==> config.mk <==
export PLATFORM = sky130hd
export DESIGN_NAME = encoder_balance_pid
export DESIGN_NICKNAME = d
export VERILOG_FILES = /design/src/rtl/encbal_pkg.sv /design/src/rtl/encoder_balance_pid.sv
export SDC_FILE = /design/constraint.sdc
export NUM_CORES = 2
export LEC_CHECK = 0
export BUFFER_PORTS_ARGS = -buffer_cell sky130_fd_sc_hd__buf_2
export CORE_MARGIN = 3
export CORE_UTILIZATION = 60
export CTS_CLUSTER_DIAMETER = 30
export DETAILED_ROUTE_END_ITERATION = 10
export PLACE_DENSITY = 0.77
export SLEW_MARGIN = 20
export SYNTH_ARGS = -nofsm -noshare
export SYNTH_HDL_FRONTEND = slang
export SYNTH_SLANG_ARGS = --single-unit
==> constraint.sdc <==
create_clock -name clk -period 6.8 [get_ports clk]
set_clock_uncertainty 0.1 [all_clocks]
set_input_delay 2.04 -clock clk [delete_from_list [all_inputs] [get_ports clk]]
set_output_delay 2.04 -clock clk [all_outputs]
set_load 0.005 [all_outputs]
==> src/rtl/encbal_pkg.sv <==
// Types, register indexes, action codes and fixed widths for the encoder balance PID.
// Depends on nothing; used by the top level and its checker.
package encbal_pkg;

  localparam int CFG_DATA_W = 16;
  localparam int REG_IDX_W  = 3;
  localparam int GAIN_W     = 16;
  localparam int DRIVE_W    = 8;
  localparam int ACTION_W   = 2;
  localparam int SUM_W      = 32;
  localparam int CORR_W     = 11;

  typedef logic [REG_IDX_W-1:0]      reg_idx_t;
  typedef logic [ACTION_W-1:0]       action_t;
  typedef logic signed [GAIN_W-1:0]  gain_t;
  typedef logic [DRIVE_W-1:0]        drive_t;
  typedef logic signed [CORR_W-1:0]  corr_t;

  localparam reg_idx_t REG_PROP_GAIN  = 3'd0;
  localparam reg_idx_t REG_INTEG_GAIN = 3'd1;
  localparam reg_idx_t REG_DERIV_GAIN = 3'd2;
  localparam reg_idx_t REG_BASE_DRIVE = 3'd3;
  localparam reg_idx_t REG_MIN_DRIVE  = 3'd4;
  localparam reg_idx_t REG_MAX_DRIVE  = 3'd5;

  localparam action_t ACT_LEFT  = 2'd0;
  localparam action_t ACT_RIGHT = 2'd1;
  localparam action_t ACT_TICK  = 2'd2;

  localparam gain_t  PROP_GAIN_RST  = 16'sd384;
  localparam gain_t  INTEG_GAIN_RST = 16'sd0;
  localparam gain_t  DERIV_GAIN_RST = 16'sd0;
  localparam drive_t BASE_DRIVE_RST = 8'd65;
  localparam drive_t MIN_DRIVE_RST  = 8'd50;
  localparam drive_t MAX_DRIVE_RST  = 8'd255;

  localparam corr_t CORR_MAX = {1'b0, {(CORR_W-1){1'b1}}};
  localparam corr_t CORR_MIN = {1'b1, {(CORR_W-1){1'b0}}};

endpackage

==> src/rtl/encoder_balance_pid.sv <==
// Encoder balance PID: quadrature tick counters, PID on left minus right, clamped drives.
// Depends on encbal_pkg.
//
//   channel | signals                                  | beat when
//   cfg     | cfg_wen, cfg_index, cfg_data             | cfg_wen high
//   in      | in_valid, in_ready, action, phase_a/b    | in_valid && in_ready
//   out     | out_valid, out_ready, left/right_drive   | out_valid && out_ready
//
// One input beat per cycle while in_ready is high; edge events update the counts
// at accept and give no beat. A control tick goes through s1 to s4 and the output register:
// error, integral, derivative, three gain products, their sum, truncated correction, clamp.
// Reset (rst, synchronous) clears counts, integral, last error, stages; loads all defaults.
// A stalled output fills the stages behind it; in_ready drops only when all are full.
module encoder_balance_pid #(
  parameter int COUNT_WIDTH    = 16,
  parameter int GAIN_FRAC_BITS = 8
) (
  input  logic                           clk,
  input  logic                           rst,
  input  logic                           cfg_wen,
  input  logic [encbal_pkg::REG_IDX_W-1:0]  cfg_index,
  input  logic [encbal_pkg::CFG_DATA_W-1:0] cfg_data,
  input  logic                           in_valid,
  output logic                           in_ready,
  input  logic [encbal_pkg::ACTION_W-1:0]   action,
  input  logic                           phase_a,
  input  logic                           phase_b,
  output logic                           out_valid,
  input  logic                           out_ready,
  output logic [encbal_pkg::DRIVE_W-1:0]    left_drive,
  output logic [encbal_pkg::DRIVE_W-1:0]    right_drive
);
  import encbal_pkg::*;

  localparam int EW  = COUNT_WIDTH + 1;
  localparam int DW  = COUNT_WIDTH + 2;
  localparam int XW  = ((EW > SUM_W) ? EW : SUM_W) + 1;
  localparam int PPW = GAIN_W + EW;
  localparam int PIW = GAIN_W + SUM_W;
  localparam int PDW = GAIN_W + DW;
  localparam int ACW = ((DW > SUM_W) ? DW : SUM_W) + GAIN_W + 2;
  localparam int CRW = ACW - GAIN_FRAC_BITS;
  localparam int XDW = CORR_W + 1;

  localparam logic signed [COUNT_WIDTH-1:0] CNT_MAX = {1'b0, {(COUNT_WIDTH-1){1'b1}}};
  localparam logic signed [COUNT_WIDTH-1:0] CNT_MIN = {1'b1, {(COUNT_WIDTH-1){1'b0}}};
  localparam logic signed [XW-1:0] SUM_HI = {{(XW-SUM_W+1){1'b0}}, {(SUM_W-1){1'b1}}};
  localparam logic signed [XW-1:0] SUM_LO = {{(XW-SUM_W+1){1'b1}}, {(SUM_W-1){1'b0}}};
  localparam logic [ACW-1:0] TRUNC_BIAS =
    {{(ACW-GAIN_FRAC_BITS){1'b0}}, {GAIN_FRAC_BITS{1'b1}}};

  // configuration registers
  gain_t  prop_gain, integ_gain, deriv_gain;
  drive_t base_drive, min_drive, max_drive;

  // counter and controller state
  logic signed [COUNT_WIDTH-1:0] left_ticks, right_ticks;
  logic signed [COUNT_WIDTH-1:0] left_ticks_next, right_ticks_next;
  logic signed [SUM_W-1:0]       error_sum, error_sum_next;
  logic signed [EW-1:0]          last_error;

  // pipeline stages
  logic                   s1_valid, s2_valid, s3_valid, s4_valid;
  logic signed [EW-1:0]   s1_err;
  logic signed [SUM_W-1:0] s1_sum;
  logic signed [DW-1:0]   s1_deriv;
  logic signed [PPW-1:0]  s2_prop;
  logic signed [PIW-1:0]  s2_integ;
  logic signed [PDW-1:0]  s2_deriv;
  logic signed [ACW-1:0]  s3_acc;
  corr_t                  s4_corr;

  logic in_fire, is_tick;
  logic o_free, s4_free, s3_free, s2_free, s1_free;

  logic signed [EW-1:0]  err;
  logic signed [DW-1:0]  deriv;
  logic signed [XW-1:0]  sum_x;
  logic signed [PPW-1:0] prop_prod;
  logic signed [PIW-1:0] integ_prod;
  logic signed [PDW-1:0] deriv_prod;
  logic signed [ACW-1:0] acc_sum;
  logic [ACW-1:0]        acc_biased;
  logic signed [CRW-1:0] corr_full;
  logic [CRW-CORR_W:0]   corr_top;
  corr_t                 corr_sat;
  logic signed [XDW-1:0] base_x, corr_x, left_x, right_x;

  function automatic logic signed [COUNT_WIDTH-1:0] count_step(
    input logic signed [COUNT_WIDTH-1:0] c,
    input logic                          up
  );
    logic signed [COUNT_WIDTH-1:0] r;
    r = c;
    if (up) begin
      if (c != CNT_MAX) r = c + 1'b1;
    end else begin
      if (c != CNT_MIN) r = c - 1'b1;
    end
    return r;
  endfunction

  function automatic drive_t clamp_drive(
    input logic signed [XDW-1:0] x,
    input drive_t                lo,
    input drive_t                hi
  );
    logic signed [XDW-1:0] lo_x, hi_x;
    drive_t r;
    lo_x = {{(XDW-DRIVE_W){1'b0}}, lo};
    hi_x = {{(XDW-DRIVE_W){1'b0}}, hi};
    if (x < lo_x)      r = lo;
    else if (x > hi_x) r = hi;
    else               r = x[DRIVE_W-1:0];
    return r;
  endfunction

  // handshake: free when empty or when the content moves on
  assign o_free   = !out_valid || out_ready;
  assign s4_free  = !s4_valid || o_free;
  assign s3_free  = !s3_valid || s4_free;
  assign s2_free  = !s2_valid || s3_free;
  assign s1_free  = !s1_valid || s2_free;
  assign in_ready = s1_free;
  assign in_fire  = in_valid && in_ready;
  assign is_tick  = (action == ACT_TICK);

  // counters, error, integral, derivative
  assign left_ticks_next  = count_step(left_ticks, phase_a == phase_b);
  assign right_ticks_next = count_step(right_ticks, phase_a == phase_b);
  assign err   = {left_ticks[COUNT_WIDTH-1], left_ticks}
               - {right_ticks[COUNT_WIDTH-1], right_ticks};
  assign deriv = {err[EW-1], err} - {last_error[EW-1], last_error};
  assign sum_x = {{(XW-EW){err[EW-1]}}, err}
               + {{(XW-SUM_W){error_sum[SUM_W-1]}}, error_sum};

  always_comb begin
    if (sum_x > SUM_HI)      error_sum_next = SUM_HI[SUM_W-1:0];
    else if (sum_x < SUM_LO) error_sum_next = SUM_LO[SUM_W-1:0];
    else                     error_sum_next = sum_x[SUM_W-1:0];
  end

  // gains times terms
  assign prop_prod  = prop_gain * s1_err;
  assign integ_prod = integ_gain * s1_sum;
  assign deriv_prod = deriv_gain * s1_deriv;

  assign acc_sum = {{(ACW-PPW){s2_prop[PPW-1]}}, s2_prop}
                 + {{(ACW-PIW){s2_integ[PIW-1]}}, s2_integ}
                 + {{(ACW-PDW){s2_deriv[PDW-1]}}, s2_deriv};

  // divide by the gain scale, truncating toward zero, then saturate
  assign acc_biased = s3_acc + (s3_acc[ACW-1] ? TRUNC_BIAS : {ACW{1'b0}});
  assign corr_full  = acc_biased[ACW-1:GAIN_FRAC_BITS];
  assign corr_top   = corr_full[CRW-1:CORR_W-1];

  always_comb begin
    if ((&corr_top) || !(|corr_top)) corr_sat = corr_full[CORR_W-1:0];
    else if (corr_full[CRW-1])       corr_sat = CORR_MIN;
    else                             corr_sat = CORR_MAX;
  end

  assign base_x  = {{(XDW-DRIVE_W){1'b0}}, base_drive};
  assign corr_x  = {s4_corr[CORR_W-1], s4_corr};
  assign left_x  = base_x - corr_x;
  assign right_x = base_x + corr_x;

  always_ff @(posedge clk) begin
    if (rst) begin
      prop_gain  <= PROP_GAIN_RST;
      integ_gain <= INTEG_GAIN_RST;
      deriv_gain <= DERIV_GAIN_RST;
      base_drive <= BASE_DRIVE_RST;
      min_drive  <= MIN_DRIVE_RST;
      max_drive  <= MAX_DRIVE_RST;
    end else if (cfg_wen) begin
      case (cfg_index)
        REG_PROP_GAIN:  prop_gain  <= gain_t'(cfg_data);
        REG_INTEG_GAIN: integ_gain <= gain_t'(cfg_data);
        REG_DERIV_GAIN: deriv_gain <= gain_t'(cfg_data);
        REG_BASE_DRIVE: base_drive <= cfg_data[DRIVE_W-1:0];
        REG_MIN_DRIVE:  min_drive  <= cfg_data[DRIVE_W-1:0];
        REG_MAX_DRIVE:  max_drive  <= cfg_data[DRIVE_W-1:0];
        default: ;
      endcase
    end
  end

  always_ff @(posedge clk) begin
    if (rst) begin
      left_ticks  <= '0;
      right_ticks <= '0;
      error_sum   <= '0;
      last_error  <= '0;
    end else if (in_fire) begin
      case (action)
        ACT_LEFT:  left_ticks  <= left_ticks_next;
        ACT_RIGHT: right_ticks <= right_ticks_next;
        ACT_TICK: begin
          left_ticks  <= '0;
          right_ticks <= '0;
          error_sum   <= error_sum_next;
          last_error  <= err;
        end
        default: ;
      endcase
    end
  end

  always_ff @(posedge clk) begin
    if (rst) begin
      s1_valid  <= 1'b0;
      s2_valid  <= 1'b0;
      s3_valid  <= 1'b0;
      s4_valid  <= 1'b0;
      out_valid <= 1'b0;
    end else begin
      if (s1_free) s1_valid  <= in_fire && is_tick;
      if (s2_free) s2_valid  <= s1_valid;
      if (s3_free) s3_valid  <= s2_valid;
      if (s4_free) s4_valid  <= s3_valid;
      if (o_free)  out_valid <= s4_valid;
    end
  end

  always_ff @(posedge clk) begin
    if (s1_free && in_fire && is_tick) begin
      s1_err   <= err;
      s1_sum   <= error_sum_next;
      s1_deriv <= deriv;
    end
    if (s2_free) begin
      s2_prop  <= prop_prod;
      s2_integ <= integ_prod;
      s2_deriv <= deriv_prod;
    end
    if (s3_free) s3_acc  <= acc_sum;
    if (s4_free) s4_corr <= corr_sat;
    if (o_free) begin
      left_drive  <= clamp_drive(left_x, min_drive, max_drive);
      right_drive <= clamp_drive(right_x, min_drive, max_drive);
    end
  end

endmodule

# Word level (Yosys, flattened, before mapping)
# Cells that the tools add are included.
totals:
  ff_bits: 417
  word_cells: 110
  out_inout_bits: 18
  in_bits: 28
op_classes:
  magnitude_cmp: 6
  reduce_logical: 31
  mux: 17
  mul: 3
  eq_ne: 16
  add_sub_neg: 12
ops:
  columns: ["cell", "count"]
  rows:
  - ["two-way mux 16 bit", 6]
  - ["two-way mux 32 bit", 2]
  - ["!= test 16 bit, second input constant", 4]
  - ["case mux 16 bit (2 select lines)", 2]
  - ["adder 49 x 34 -> 50 bit", 1]
  - ["adder 50 x 8 -> 50 bit", 1]
  - ["adder 33 x 48 -> 49 bit", 1]
  - ["multiplier 16 x 32 -> 48 bit", 1]
  - ["two-way mux 8 bit", 5]
  - ["multiplier 16 x 18 -> 34 bit", 1]
  - ["adder 17 x 32 -> 33 bit", 1]
  - ["greater-than comparator 33 x 32 -> 1 bit, second input constant", 1]
  - ["less-than comparator 33 x 32 -> 1 bit, second input constant", 1]
  - ["multiplier 16 x 17 -> 33 bit", 1]
  - ["adder 16 x 1 -> 16 bit, second input constant", 2]
  - ["AND reduction 32 bit", 1]
  - ["OR reduction 32 bit", 1]
  - ["subtractor 16 x 1 -> 16 bit, second input constant", 2]
  - ["greater-than comparator 12 x 9 -> 1 bit", 2]
  - ["less-than comparator 12 x 9 -> 1 bit", 2]
  - ["two-way mux 11 bit", 2]
  - ["subtractor 17 x 17 -> 18 bit", 1]
  - ["subtractor 16 x 16 -> 17 bit", 1]
  - ["AND reduction 2 bit", 7]
  - ["16 further kinds", 36]

# Depth between registers and ports, before layout
depth:
  ltp_word: 9
  mapped_depth: 28
  ltp_nobuf: 26

# Worst setup path before layout
# Ideal clock, no wire load.
synth_timing:
  kind: "flip-flop to flip-flop"
  start: "reg s1_sum[16]"
  end: "reg s2_integ[38], data pin"
  period_less_slack_ps: 6543
  path_buffers: 1
  arrival_ps: 6185
  path_stages_with_launch: 23
  required_time_ps: 6442
  setup_slack_ps: 257
  setup_time_ps: 258
  path_cell_list: "edfxtp_1 -> clkbuf_1 -> nand2_1 -> fa_1 -> fa_1 -> fa_1 -> inv_1 -> fa_1 -> fa_1 -> inv_1 -> fa_1 -> inv_1 -> ha_1 -> a211oi_1 -> nand2_1 -> a2111oi_1 -> nor3_1 -> o41ai_2 -> a41o_1 -> a21oi_1 -> a21o_1 -> a211oi_1 -> nor2_1"
synth_via:
  elab_chain_len: 1
synth_rtl:
  columns: ["item", "line_no", "text"]
  rows:
  - ["start: declaration", "encoder_balance_pid.sv:65", "logic signed [SUM_W-1:0] s1_sum;"]
  - ["start signal: assignment", "encoder_balance_pid.sv:229", "s1_sum <= error_sum_next;"]
  - ["multiplier 16 x 32 -> 48 bit", "encoder_balance_pid.sv:145", "assign integ_prod = integ_gain * s1_sum;"]
  - ["net integ_prod[38]", "encoder_balance_pid.sv:80", "logic signed [PIW-1:0] integ_prod;"]
  - ["end signal: assignment", "encoder_balance_pid.sv:234", "s2_integ <= integ_prod;"]
  - ["end: declaration", "encoder_balance_pid.sv:68", "logic signed [PIW-1:0] s2_integ;"]
# The timed path passes the listed nets, and every way through them passes these cells.
# A chain may end at the register's enable or synchronous reset.

# Worst setup path after layout
layout_timing:
  start: "reg s1_deriv[6]"
  end: "reg s2_deriv[31], data pin"
layout_via:
  elab_chain_len: 1
layout_rtl:
  columns: ["item", "line_no", "text"]
  rows:
  - ["start: declaration", "encoder_balance_pid.sv:66", "logic signed [DW-1:0] s1_deriv;"]
  - ["start signal: assignment", "encoder_balance_pid.sv:230", "s1_deriv <= deriv;"]
  - ["multiplier 16 x 18 -> 34 bit", "encoder_balance_pid.sv:146", "assign deriv_prod = deriv_gain * s1_deriv;"]
  - ["net deriv_prod[31]", "encoder_balance_pid.sv:81", "logic signed [PDW-1:0] deriv_prod;"]
  - ["end signal: assignment", "encoder_balance_pid.sv:235", "s2_deriv <= deriv_prod;"]
  - ["end: declaration", "encoder_balance_pid.sv:69", "logic signed [PDW-1:0] s2_deriv;"]
# The timed path passes the listed nets, and every way through them passes these cells.

==> metrics.txt <==
Avg Inst Size Synth=9.27 sq um; Design Area, Final=0.0701 sq mm; worst hold slack=0.351 ns; initial antenna violation count=0; drt pass-1 iters=6; gr usage total=0.312; nets=8637; Synth Net Count=8355; Yosys warnings=0; power per cell area=266 mW/mm^2; largest net degree at the start of global routing=140; initial core utilization=0.610; Clock Sinks=417; final setup fails=0; overall routed net length=164000 microns; core area=0.102 sq mm; Final Hold Viols=0; Iteration-0 DRC Markers=3878; final core utilization=0.684; CP arrival=6.95 ns; CTS tree=built; clk buf depth=3; worst slew pin tran=1.18 ns; slew margin rel.=0.206; Synth top area share=0.355; Die Y=329 microns; DRC=0; f_max=150 MHz; Worst EP required=7.10 ns; number of global-route vias before repair=50.8k; chip width=329 microns; final std cells w/o fill=8470; area grow syn2layout=12.1%; Seq cells post-synth=417; vias=47.9k; CTS buffer count=93; Slew Viols, Final=0; row cnt=117; GPL Wtd Cong=0.960; sequential share of the synthesized area=0.175; Primary FF master, synth=edfxtp_1; Crit. End Element=flop; total power=18.7 mW; number of port buffers=45; Max Cap Violations=0; Final Cycle Share=0.977; pre-CTS WS=-0.123 ns; root buffer cell=clkbuf_16; Max FO, Critical Path=6; H-tree levels=3; first-pass GRT wire length=265000 microns; DP HPWL=131000 microns; DR vias/cell=5.66; largest cells by area after synthesis=fa_1, edfxtp_1, ha_1, inv_1, nand2_1; Routed wire per std cell=19.4 microns; library cells used by synthesis=86; HP Class=flop to flop; Inst Count DP=8230; post-route worst setup slack=0.153 ns; Peak VDD IR=319 uV; status=completed; Skew-Pair Late Insertion Delay=0.66 ns; Die ar.=0.108 sq mm; largest area contributor in the netlist=fa_1; Reg clk slew, reported paths=0.05 ns; EDFF count, synth=259; layout cells sized above 1=0.0989; Worst setup SP type=flop; setup TNS=0 ns; remaining global-route overflow=0; synthesized area=0.0625 sq mm; fin crit period=6.65 ns; antenna viol nets, final=0; Placed Area=0.0660 sq mm; io pins=46; Post-synth ARST share=0; Crit Path Class=flop to flop; gate count after technology mapping=6738; RSZ-0062 raised after global routing=true; Lkg Pwr=34.2 nW
-- final timing paths --
path,slack [ns],start,endpoint,cells past startpoint
max,0.15,s1_deriv[6],s2_deriv[31],23
max reg2reg,0.15,s1_deriv[6],s2_deriv[31],23
min reg2reg,0.35,error_sum[17],error_sum[17],2
min,0.35,error_sum[17],error_sum[17],2
-- area by class of cell --
type	count	area, sq um
Antenna cell	2	5.00
Clock buffer	116	2500
Clock inverter	59	632
Fill cell	7745	32400
Inverter	1339	5030
Multi-Input combinational cell	4758	46000
Sequential cell	417	11000
Tap cell	1368	1710
Timing Repair Buffer	411	3220
-- what timing repair did --
item / CTS / global route
resized for setup: 8 / 121
pin swaps: 3 / 52
endpoints found under the setup margin: 9 / 97
gates cloned: 0 / 0
setup buffers: 13 / 50
hold buffers: 0 / 0
-- state kept, by name (all words and copies together) (netlist names), 8 cells and up --
signal / cells
s3_acc: 50
s2_integ: 48
s2_deriv: 34
s2_prop: 33
error_sum: 32
s1_sum: 32
s1_deriv: 18
last_error: 17
s1_err: 17
deriv_gain: 16
integ_gain: 16
left_ticks: 16
prop_gain: 16
right_ticks: 16
s4_corr: 11
base_drive: 8
left_drive: 8
max_drive: 8
min_drive: 8
right_drive: 8
-- layer usage --
layer / GRT usage / vias up / wire (microns)
met2: 0.531 / 1939 / 79500
met3: 0.0558 / 473 / 13900
met5: 0 / - / 0
met1: 0.394 / 23900 / 62600
li1: - / 21600 / -
met4: 0.129 / 0 / 8040
-- power breakdown --
part,switching [mW],internal [mW]
registers,0.697,3.73
clock network,1.54,2.89
logic,5.86,3.93
-- cells in the mapped netlist (all sizes together), types with 5 or more instances --
cell type / number
a211oi: 34
nor3: 49
nand4: 43
nor4: 21
xor2: 73
o221ai: 7
a221oi: 5
clkbuf: 201
and2: 419
a31oi: 20
o21a: 55
edfxtp: 259
fa: 1108
a21oi: 293
o211ai: 14
a31o: 5
nor2: 293
o31a: 11
ha: 481
nor2b: 43
nand3: 68
o22ai: 14
o31ai: 8
o21bai: 29
and3: 25
o2111ai: 5
a41oi: 5
a22oi: 19
a21boi: 10
nand2: 953
a21o: 104
dfxtp: 158
buf: 23
or3: 22
nand3b: 17
o311ai: 5
mux2i: 9
or2: 10
and4: 5
xnor2: 197
nand2b: 54
inv: 1338
o21ai: 171
-- cell families (layout without fill, tap and decap cells) --
group / after synthesis / in the layout / synth area share
and+or+nand+nor: 2039 / 2039 / 0.153
adders and majority gates: 1590 / 1590 / 0.452
buffers and inverters: 1563 / 1925 / 0.0945
AOI/OAI and AO/OA: 847 / 847 / 0.0853
DFF: 417 / 417 / 0.175
xor gates and xnor gates: 270 / 270 / 0.0379
muxes: 12 / 12 / 0.00218
other: 0 / 2 / 0
-- cell usage in the layout, fill, tap and decap left out, types with 18 or more instances in the layout --
cell	instances
fa_1	1101
nor3_1	46
nor4_1	20
xor2_1	72
o21bai_1	29
a22oi_1	19
xnor2_1	196
and2_1	415
dfxtp_2	22
a31oi_1	18
buf_2	44
ha_1	472
a21o_1	104
nor2b_1	42
edfxtp_1	259
o21a_1	55
a21oi_1	283
nand2b_1	54
o21ai_0	113
a211oi_1	29
dfxtp_1	133
and3_1	25
nand3_1	67
buf_4	336
inv_1	1331
or3_1	22
nand2_1	948
nand4_1	43
clkbuf_16	94
nor2_1	279
o21ai_1	52
-- worst max-delay path: stages (launching register included) --
cell and delay (ns):
edfxtp_1 0.57, nand2_1 0.14, fa_1 0.53, inv_1 0.06, fa_1 0.50, inv_1 0.05, fa_1 0.56, inv_1 0.06
fa_1 0.52, inv_1 0.06, fa_1 0.48, inv_1 0.05, fa_1 0.44, ha_1 0.25, or3_1 0.38, o211ai_1 0.11
o211ai_1 0.20, nand3_1 0.12, a31oi_1 0.11, o31a_1 0.29, or2_2 0.32, a31o_2 0.23, a21oi_1 0.18, xnor2_1 0.08
No activity file was read; power rests on OpenSTA's default activity.
